===== config.mk =====
export PLATFORM = sky130hd
export DESIGN_NAME = tgmc_ctrl
export DESIGN_NICKNAME = d
export VERILOG_FILES = /design/src/hdl/tgmc_pkg.sv /design/src/hdl/tgmc_ctrl.sv
export SDC_FILE = /design/constraint.sdc
export NUM_CORES = 1
export LEC_CHECK = 0
export ABC_CLOCK_PERIOD_IN_PS = 3550
export BUFFER_PORTS_ARGS = -buffer_cell sky130_fd_sc_hd__buf_2
export CAP_MARGIN = 20
export CORE_UTILIZATION = 31
export DETAILED_ROUTE_END_ITERATION = 6
export GPL_TIMING_DRIVEN = 0
export SYNTH_ARGS = -nofsm -noshare
export SYNTH_HDL_FRONTEND = slang
export SYNTH_SLANG_ARGS = --single-unit

===== constraint.sdc =====
create_clock -name i_clk -period 3.55 [get_ports i_clk]
set_clock_uncertainty 0.2 [all_clocks]
set_input_delay 0 -clock i_clk [delete_from_list [all_inputs] [get_ports i_clk]]
set_output_delay 0 -clock i_clk [all_outputs]
set_load 0.005 [all_outputs]

===== src/hdl/tgmc_pkg.sv =====
// ----------------------------------------------------------------------------
// tgmc_pkg: shared types and constants of the transition group merge counter
// Field widths, default sizes, the key table entry and the sequencer states.
// ----------------------------------------------------------------------------
package tgmc_pkg;

    // Field widths fixed by the interface.
    localparam int CNT_W   = 9;
    localparam int TGT_W   = 16;
    localparam int MARK_W  = 32;
    localparam int SAVED_W = 8;
    localparam int LIMIT_W = 9;

    // Group limit after reset.
    localparam logic [LIMIT_W-1:0] LIMIT_RESET = 9'd3;

    // Default sizes of the row and of the distinct-key table.
    localparam int ROW_LENGTH_DEF = 256;
    localparam int KEY_SLOTS_DEF  = 256;

    // One entry of the distinct-key table.
    typedef struct packed {
        logic [TGT_W-1:0]  target;
        logic [MARK_W-1:0] marker;
        logic [CNT_W-1:0]  fill;
    } t_key_entry;

    // Strobes from the sequencer to the key table.
    typedef struct packed {
        logic we;
        logic re;
    } t_mem_ctl;

    // Sequencer states.
    typedef enum logic [2:0] {
        S_IDLE,
        S_READ,
        S_CMP,
        S_UPDATE,
        S_FINISH
    } t_state;

endpackage


===== src/hdl/tgmc_ctrl.sv =====
// ----------------------------------------------------------------------------
// tgmc_ctrl: search and count sequencer
// Walks the key table one slot at a time through a shared key comparator
// and keeps the per-row transition, key and group counts.
// ----------------------------------------------------------------------------
module tgmc_ctrl #(
    parameter int ROW_LENGTH = tgmc_pkg::ROW_LENGTH_DEF,
    parameter int KEY_SLOTS  = tgmc_pkg::KEY_SLOTS_DEF,
    localparam int SLOT_W    = $clog2(KEY_SLOTS)
) (
    input  logic                          i_clk,
    input  logic                          i_rst_n,
    input  logic                          i_in_valid,
    output logic                          o_in_stall,
    input  logic                          i_has_transition,
    input  logic [tgmc_pkg::TGT_W-1:0]    i_target_state,
    input  logic [tgmc_pkg::MARK_W-1:0]   i_marker_offset,
    input  logic                          i_row_end,
    input  logic [tgmc_pkg::LIMIT_W-1:0]  i_group_limit,
    output tgmc_pkg::t_mem_ctl            o_mem_ctl,
    output logic [SLOT_W-1:0]             o_mem_waddr,
    output tgmc_pkg::t_key_entry          o_mem_wdata,
    output logic [SLOT_W-1:0]             o_mem_raddr,
    input  tgmc_pkg::t_key_entry          i_mem_rdata,
    input  logic                          i_res_free,
    output logic                          o_res_load,
    output logic [tgmc_pkg::CNT_W-1:0]    o_res_present,
    output logic [tgmc_pkg::CNT_W-1:0]    o_res_groups
);

    localparam logic [tgmc_pkg::CNT_W-1:0] ROW_MAX   = tgmc_pkg::CNT_W'(ROW_LENGTH);
    localparam logic [tgmc_pkg::CNT_W-1:0] SLOTS_MAX = tgmc_pkg::CNT_W'(KEY_SLOTS);

    tgmc_pkg::t_state r_state, n_state;

    logic                          r_has;
    logic [tgmc_pkg::TGT_W-1:0]    r_tgt;
    logic [tgmc_pkg::MARK_W-1:0]   r_mark;
    logic                          r_last;
    logic [SLOT_W-1:0]             r_idx;
    logic [tgmc_pkg::CNT_W-1:0]    r_fill_old;
    logic                          r_new;
    logic [tgmc_pkg::CNT_W-1:0]    r_keys;
    logic [tgmc_pkg::CNT_W-1:0]    r_present;
    logic [tgmc_pkg::CNT_W-1:0]    r_groups;

    logic                          accept;
    logic                          take;
    logic                          hit;
    logic                          last_slot;
    logic                          table_full;
    logic [tgmc_pkg::CNT_W-1:0]    limit;
    logic [tgmc_pkg::CNT_W-1:0]    fill_inc;
    logic [tgmc_pkg::CNT_W-1:0]    fill_next;

    assign accept     = i_in_valid && (r_state == tgmc_pkg::S_IDLE);
    // A present entry is only counted while the row has room.
    assign take       = i_has_transition && (r_present < ROW_MAX);
    assign hit        = (i_mem_rdata.target == r_tgt) && (i_mem_rdata.marker == r_mark);
    assign last_slot  = (tgmc_pkg::CNT_W'(r_idx) + tgmc_pkg::CNT_W'(1)) == r_keys;
    assign table_full = r_new && (r_keys >= SLOTS_MAX);
    // A group limit of zero acts as one.
    assign limit      = (i_group_limit == '0) ? tgmc_pkg::CNT_W'(1) : i_group_limit;
    assign fill_inc   = r_fill_old + tgmc_pkg::CNT_W'(1);
    assign fill_next  = (fill_inc >= limit) ? '0 : fill_inc;

    // Next state.
    always_comb begin
        n_state = r_state;
        case (r_state)
            tgmc_pkg::S_IDLE: begin
                if (i_in_valid) begin
                    if (take && (r_keys == '0)) begin
                        n_state = tgmc_pkg::S_UPDATE;
                    end else if (take) begin
                        n_state = tgmc_pkg::S_READ;
                    end else begin
                        n_state = tgmc_pkg::S_FINISH;
                    end
                end
            end
            tgmc_pkg::S_READ: begin
                n_state = tgmc_pkg::S_CMP;
            end
            tgmc_pkg::S_CMP: begin
                if (hit || last_slot) begin
                    n_state = tgmc_pkg::S_UPDATE;
                end else begin
                    n_state = tgmc_pkg::S_READ;
                end
            end
            tgmc_pkg::S_UPDATE: begin
                n_state = tgmc_pkg::S_FINISH;
            end
            tgmc_pkg::S_FINISH: begin
                if (!r_last || i_res_free) begin
                    n_state = tgmc_pkg::S_IDLE;
                end
            end
            default: begin
                n_state = tgmc_pkg::S_IDLE;
            end
        endcase
    end

    // Outputs.
    always_comb begin
        o_in_stall       = 1'b1;
        o_mem_ctl.we     = 1'b0;
        o_mem_ctl.re     = 1'b0;
        o_res_load       = 1'b0;
        case (r_state)
            tgmc_pkg::S_IDLE: begin
                o_in_stall = 1'b0;
            end
            tgmc_pkg::S_READ: begin
                o_mem_ctl.re = 1'b1;
            end
            tgmc_pkg::S_CMP: begin
                o_mem_ctl.re = 1'b0;
            end
            tgmc_pkg::S_UPDATE: begin
                o_mem_ctl.we = !table_full;
            end
            tgmc_pkg::S_FINISH: begin
                o_res_load = r_last && i_res_free;
            end
            default: begin
                o_in_stall = 1'b1;
            end
        endcase
    end

    assign o_mem_raddr        = r_idx;
    assign o_mem_waddr        = r_new ? r_keys[SLOT_W-1:0] : r_idx;
    assign o_mem_wdata.target = r_tgt;
    assign o_mem_wdata.marker = r_mark;
    assign o_mem_wdata.fill   = fill_next;
    assign o_res_present      = r_present;
    assign o_res_groups       = r_groups;

    always_ff @(posedge i_clk) begin
        if (!i_rst_n) begin
            r_state <= tgmc_pkg::S_IDLE;
        end else begin
            r_state <= n_state;
        end
    end

    // Item latch and search pointer.
    always_ff @(posedge i_clk) begin
        if (accept) begin
            r_has      <= i_has_transition;
            r_tgt      <= i_target_state;
            r_mark     <= i_marker_offset;
            r_last     <= i_row_end;
            r_idx      <= '0;
            r_new      <= 1'b1;
            r_fill_old <= '0;
        end else if (r_state == tgmc_pkg::S_CMP) begin
            if (hit) begin
                r_new      <= 1'b0;
                r_fill_old <= i_mem_rdata.fill;
            end else if (!last_slot) begin
                r_idx <= r_idx + SLOT_W'(1);
            end
        end
    end

    // Row counters.
    always_ff @(posedge i_clk) begin
        if (!i_rst_n) begin
            r_keys    <= '0;
            r_present <= '0;
            r_groups  <= '0;
        end else begin
            if (accept && take) begin
                r_present <= r_present + tgmc_pkg::CNT_W'(1);
            end
            if (r_state == tgmc_pkg::S_UPDATE) begin
                if (table_full || (r_fill_old == '0)) begin
                    r_groups <= r_groups + tgmc_pkg::CNT_W'(1);
                end
                if (r_new && !table_full) begin
                    r_keys <= r_keys + tgmc_pkg::CNT_W'(1);
                end
            end
            if (o_res_load) begin
                r_keys    <= '0;
                r_present <= '0;
                r_groups  <= '0;
            end
        end
    end

    a_keys_bound: assert property (@(posedge i_clk) disable iff (!i_rst_n)
        r_keys <= SLOTS_MAX)
        else $error("key count exceeds the table size");

    a_groups_le_present: assert property (@(posedge i_clk) disable iff (!i_rst_n)
        r_groups <= r_present)
        else $error("more groups than transitions");

    a_present_bound: assert property (@(posedge i_clk) disable iff (!i_rst_n)
        r_present <= ROW_MAX)
        else $error("transition count exceeds the row length");

    a_cmp_after_read: assert property (@(posedge i_clk) disable iff (!i_rst_n)
        (r_state == tgmc_pkg::S_CMP) |-> ($past(r_state) == tgmc_pkg::S_READ))
        else $error("compare without a table read");

    a_search_has_item: assert property (@(posedge i_clk) disable iff (!i_rst_n)
        (r_state == tgmc_pkg::S_READ) |-> (r_has && (r_keys != '0)))
        else $error("table search without a present entry");

endmodule


==> impl_metrics.ini, run 1 <==
[outcome]
outcome = complete, no violations

[yosys]
synth_edf_count = 49
async_flop_share = 0
yosysTopAreaCellShare = 0.290
synth_simple_gate_area_share = 0.177
synthAdderAreaFrac = 0.0394
synth-xor-area-share = 0.143
yosys_most_used_dff = edfxtp_1
synth_area_leaders = edfxtp_1 (29%), dfxtp_1 (19%), xnor2_1 (11%), ha_1 (3.9%), mux2i_1 (3.4%)
syn_area_per_cell_um2 = 10.6
syn-num-nets = 617
synth_area_um2 = 5080
synth.yosys.seq_area_share = 0.479
yosysMostFrequentCell = xnor2_1
synth_compound_area_frac = 0.0808
yosys_warnings = 0
synth_top_family_by_area = simple AND/OR/NAND/NOR gates
synth.cells.most_frequent = xnor2_1 (66), edfxtp_1 (49), dfxtp_1 (48), nor2_1 (43), nand2_1 (40)
ys_types = 63
synth_cells = 481
synthMuxAreaShare = 0.0468
ys_seq_elements = 97
synth_top_area_cell = edfxtp_1

[power]
p_per_area_nw_per_um2 = 376
leakage_nw = 3.28
ir_drop_mv = 0.227

[finish]
drive_gt1_frac = 0.338
nets = 906
diodes = 0
seq_area_um2 = 2430
syn2layout_area_growth_pct = 44.7
multiInputGateArea_um2 = 2470
layout.cells.non_filler = 991
final_area_um2 = 7350
fillCellCount = 1599

[cts]
clkTransAtPathRegs_ps = 70
cts_buffer_depth = 2
insertion_delay_ps = 350
clock_sinks = 97
post_cts_resized = 0
cts_buffers = 9
cts_setup_buffers = 0
cts_tree = yes
root_buffer = clkbuf_16
h-tree-depth = 3

[timing]
worstMarginPinSlew_ps = 943
period_minus_slack_ps = 3110
rsz0062_at_grt = no
timing.final.ws_setup_ps = 439
slew_violations = 0
fmax_ghz = 0.321
period_share = 0.876
max-slew-margin-rel = 0.365
setup_viol = 0
holdWs_ps = 133
hold_viol_final = 0

[route]
routed_wl_um = 14400
first_pass_iters = 5
drt-initial-drc-count = 156
drc = 0
avgViaCountPerCell = 4.58
wl_per_cell_um = 14.5
via_count = 4542
ant_nets = 0

[worst_setup_path]
path_class = reg -> reg
start_kind = register
worstPathRequired_ps = 3650
cp-startpoint = o_mem_raddr[1]
crit-reg2reg-launch = o_mem_raddr[1]
cp-end-kind = register
cp_max_fo = 10
worstPathArrival_ps = 3210

[global_routing]
grt_use_total = 0.180
grt_antenna_before_repair = 0
grt_max_degree = 59
globalRoute.totalOverflow = 0
grt_pass1_vias = 4573
grt_first_pass_wirelength_um = 23100

[placed_design]
gp_congestion = 0.875
dpl.hpwl_um = 10800
port_buffers = 214
placed_cell_area_um2 = 6420
dp.cells = 911
dp_slack_ps = 742

[floorplan]
die_w_um = 130
die_area_um2 = 16900
initial_core_util = 0.318
io_pins = 215
core_region_area_um2 = 15900
rows = 46
die_h_um = 130

[min_path]
hold_start = i_has_transition
hold_class = in -> reg

[flow_run]
drv_cap = 0
==> stage by stage <==
| step | setup TNS (ps) | total power, W | util |
|---|---|---|---|
| floorplan | 0 | 0.00158 | - |
| global placement | -38180 | 0.00178 | 0.403 |
| detailed placement | 0 | 0.00178 | 0.403 |
| CTS | 0 | 0.00279 | 0.461 |
| global route | 0 | 0.00289 | 0.461 |
| finish | 0 | 0.00276 | 0.461 |
==> final cells by class <==
class,count,area share
clock buffers,9,0.0307
multi-input cells,346,0.337
clock inverters,7,0.00817
well taps,216,0.0368
plain buffers,18,0.0133
inverters,20,0.0102
repair buffers,278,0.233
flip-flops and latches,97,0.331
==> path summary, 6_finish.rpt <==
check	cells past startpoint	end	slack (ps)
max	9	r_state[1]	440
min	5	o_res_present[0]	130
min reg2reg	2	o_res_present[8]	300
max reg2reg	9	r_state[1]	440
==> metal layers <==
layer | global-route usage | wire length, um | vias to the layer above
li1 | - | - | 2292
met5 | 0 | 0 | -
met3 | 0.0451 | 724 | 20
met2 | 0.306 | 7030 | 130
met4 | 0.0663 | 284 | 0
met1 | 0.220 | 6350 | 2100
==> report_power, final <==
part	internal [W]	switching, W	total (W)
Sequential	0.00126	0.0000546	0.00132
Combinational	0.000257	0.000241	0.000498
Clock	0.000487	0.000460	0.000946
==> kinds of logic (layout without fill, tap and decap cells) <==
kind of cell,Yosys count,in the layout
adder cells (fa/ha/maj),16,16
XOR/XNOR,83,83
multiplexers,23,23
AO/OA/AOI/OAI,57,57
flip-flops,97,97
AND/OR/NAND/NOR,167,167
buffers and inverters,38,332
==> registers in the layout, indices dropped and copies added (netlist names) <==
| name | flops |
|---|---|
| r_state | 3 |
| r_new | 1 |
| r_mark | 32 |
| o_res_groups | 9 |
| o_mem_raddr | 8 |
| o_res_present | 9 |
| r_tgt | 16 |
| r_fill_old | 9 |
| r_last | 1 |
| r_keys | 9 |
==> cells in the final DEF, fill, tap and decap left out, types with 3 or more instances in the layout <==
cell type      count
buf_2            220
xnor2_1           66
dlygate4sd3_1     64
edfxtp_1          49
dfxtp_1           48
nor2_1            43
nand2_1           40
nand4_1           25
inv_1             20
a21oi_1           20
xor2_1            17
mux2i_1           17
ha_1              16
o21ai_0           11
clkbuf_16          9
nand3_1            8
nor4_1             8
clkbuf_1           7
mux2_2             6
a21o_1             6
nor3_1             5
or3_1              5
and3_1             4
and2_1             3
a31oi_1            3
clkinvlp_4         3
==> worst max-delay path: stages, from the launching register on <==
cell and delay, ps:
dfxtp_1 550, ha_1 210, buf_2 200, nand3_1 170, xnor2_1 200, a2111oi_4 420
o2111a_1 320, o21ai_1 80, a31oi_1 130, dlygate4sd3_1 570
==> timing repair <==
item,CTS,global route
hold endpoints to repair,61,0
setup endpoints to repair,0,0
hold buffers,64,0
(Power assumes the default switching activity.)
==> inputs of run 2 (changes only) <==
- BUFFER_PORTS_ARGS: -buffer_cell sky130_fd_sc_hd__buf_2 -> not set
- DONT_BUFFER_PORTS: not set -> 1
- RECOVER_POWER: not set -> 100
==> run 2 against run 1 <==
Critical path depth shrank 3. Die area unchanged. Flip-flop and latch count is the same. Power shrank 2.1%. Critical endpoint is now r_tgt[12]. Sequential power barely moved. Highest routed layer unchanged.
==> impl_metrics.ini, run 2 (synthesis gave the netlist of run 1 again) <==
[cts]
cts_setup_buffers = 0
post_cts_resized = 0
cts_buffers = 9
clock_sinks = 97
cts_hold_buf = 63
clkTransAtPathRegs_ps = 70
cts_tree = yes
cts_buffer_depth = 2
insertion_delay_ps = 350
root_buffer = clkbuf_16
h-tree-depth = 3

[worst_setup_path]
path_cells = buf_6, or4b_1, clkbuf_1, inv_1, clkbuf_1, buf_12
worstPathRequired_ps = 3390
path_class = reg -> reg
critPathBufInv = 5
worstPathArrival_ps = 3040
cp-end-kind = register
max_stage_delay_ps = 1000
crit_top_cell = clkbuf_1
cpLargestDelayFamily = buffers and inverters
start_kind = register
cp_max_fo = 36
critPathSlowestCell = clkbuf_1

[timing]
max-slew-margin-rel = 0.109
rsz0062_at_grt = no
period_minus_slack_ps = 3200
slew_violations = 0
period_share = 0.902
holdWs_ps = 21.6
fmax_ghz = 0.312
worstMarginPinSlew_ps = 1340
setup_viol = 0
hold_viol_final = 0

[finish]
nets = 692
regMostFlops = r_mark
layout.cells.non_filler = 778
fillCellCount = 1542
largest_register_ffs = 32
drive_gt1_frac = 0.0677
final_cell_mix = xnor2_1 (66), dlygate4sd3_1 (63), edfxtp_1 (49), dfxtp_1 (48), nor2_1 (43)
reg.largest.list = r_mark (32), r_tgt (16)
final_common_cell = xnor2_1
syn2layout_area_growth_pct = 23.5

[power]
ir_drop_mv = 0.212
p_per_area_nw_per_um2 = 431
leakage_nw = 2.36

[route]
first_pass_iters = 4
wl_per_cell_um = 17.6
drc = 0
ant_nets = 0
drt-initial-drc-count = 175
routed_wl_um = 13700
avgViaCountPerCell = 4.94
via_count = 3846

[placed_design]
port_buffers = 0
gp_congestion = 0.856
dp.cells = 698
dpl.hpwl_um = 10500

[global_routing]
globalRoute.totalOverflow = 0
grt_first_pass_wirelength_um = 21400
grt_pass1_vias = 3928
grt_antenna_before_repair = 1
grt_max_degree = 37
grt_use_total = 0.168

[floorplan]
die_area_um2 = 16900
die_h_um = 130
initial_core_util = 0.318
io_pins = 215
die_w_um = 130
core_region_area_um2 = 15900
rows = 46

[outcome]
outcome = complete, no violations

[flow_run]
drv_cap = 0

[min_path]
hold_class = in -> out
## run 2: changes by cell type in the layout (fill, tap and decap cells not counted), sizes merged, moves of 2 or more
cell	delta
clkbuf	+3
clkinvlp	-3
clkinv	+2
buf	-216
## run 2: where the power goes
group	switching (W)	internal [W]	total [W]	leakage (nW)
combinational	0.000183	0.000167	0.000350	1.36
clock	0.000450	0.000561	0.00101	0.153
sequential	0.0000784	0.00126	0.00134	0.854
## run 2: layout make-up
class                           count  area [um2]  share of cell area
Tap cell                          216         270              0.0431
Multi-Input combinational cell    346        2440               0.389
Buffer                             18        85.1              0.0136
Timing Repair Buffer               64         651               0.104
Sequential cell                    97        2430               0.388
Antenna cell                        1        2.50            0.000399
Inverter                           20        75.1              0.0120
Clock inverter                      7        87.6              0.0140
Clock buffer                        9         225              0.0359
## run 2: worst paths after layout
kind	startpoint	end	slack [ps]	depth (start not counted)
hold reg to reg	o_res_present[8]	o_res_present[8]	330	2
setup reg to reg	r_state[0]	r_tgt[12]	350	6
hold / removal	i_res_free	o_res_load	20	1
setup / recovery	r_state[0]	r_tgt[12]	350	6
## run 2: layer usage
metal  vias to the layer above  GRT usage  share of wire
met5                         -          0              0
met4                         0     0.0677          0.020
met3                        19     0.0566          0.070
met2                       136      0.270           0.48
met1                      1831      0.207           0.43
li1                       1860          -              -
## run 2: per-stage QoR
step | util | instance area (um2) | power (W) | setup slack, ps | TNS, ps
after floorplan | - | 5080 | 0.00158 | 212 | 0
after global placement | 0.335 | 5350 | 0.00166 | -481 | -26440
final | 0.393 | 6270 | 0.00270 | 348 | 0
after CTS | 0.396 | 6310 | 0.00274 | 454 | 0
after global routing | 0.393 | 6260 | 0.00283 | 116 | 0
after detailed placement | 0.337 | 5370 | 0.00167 | 657 | 0
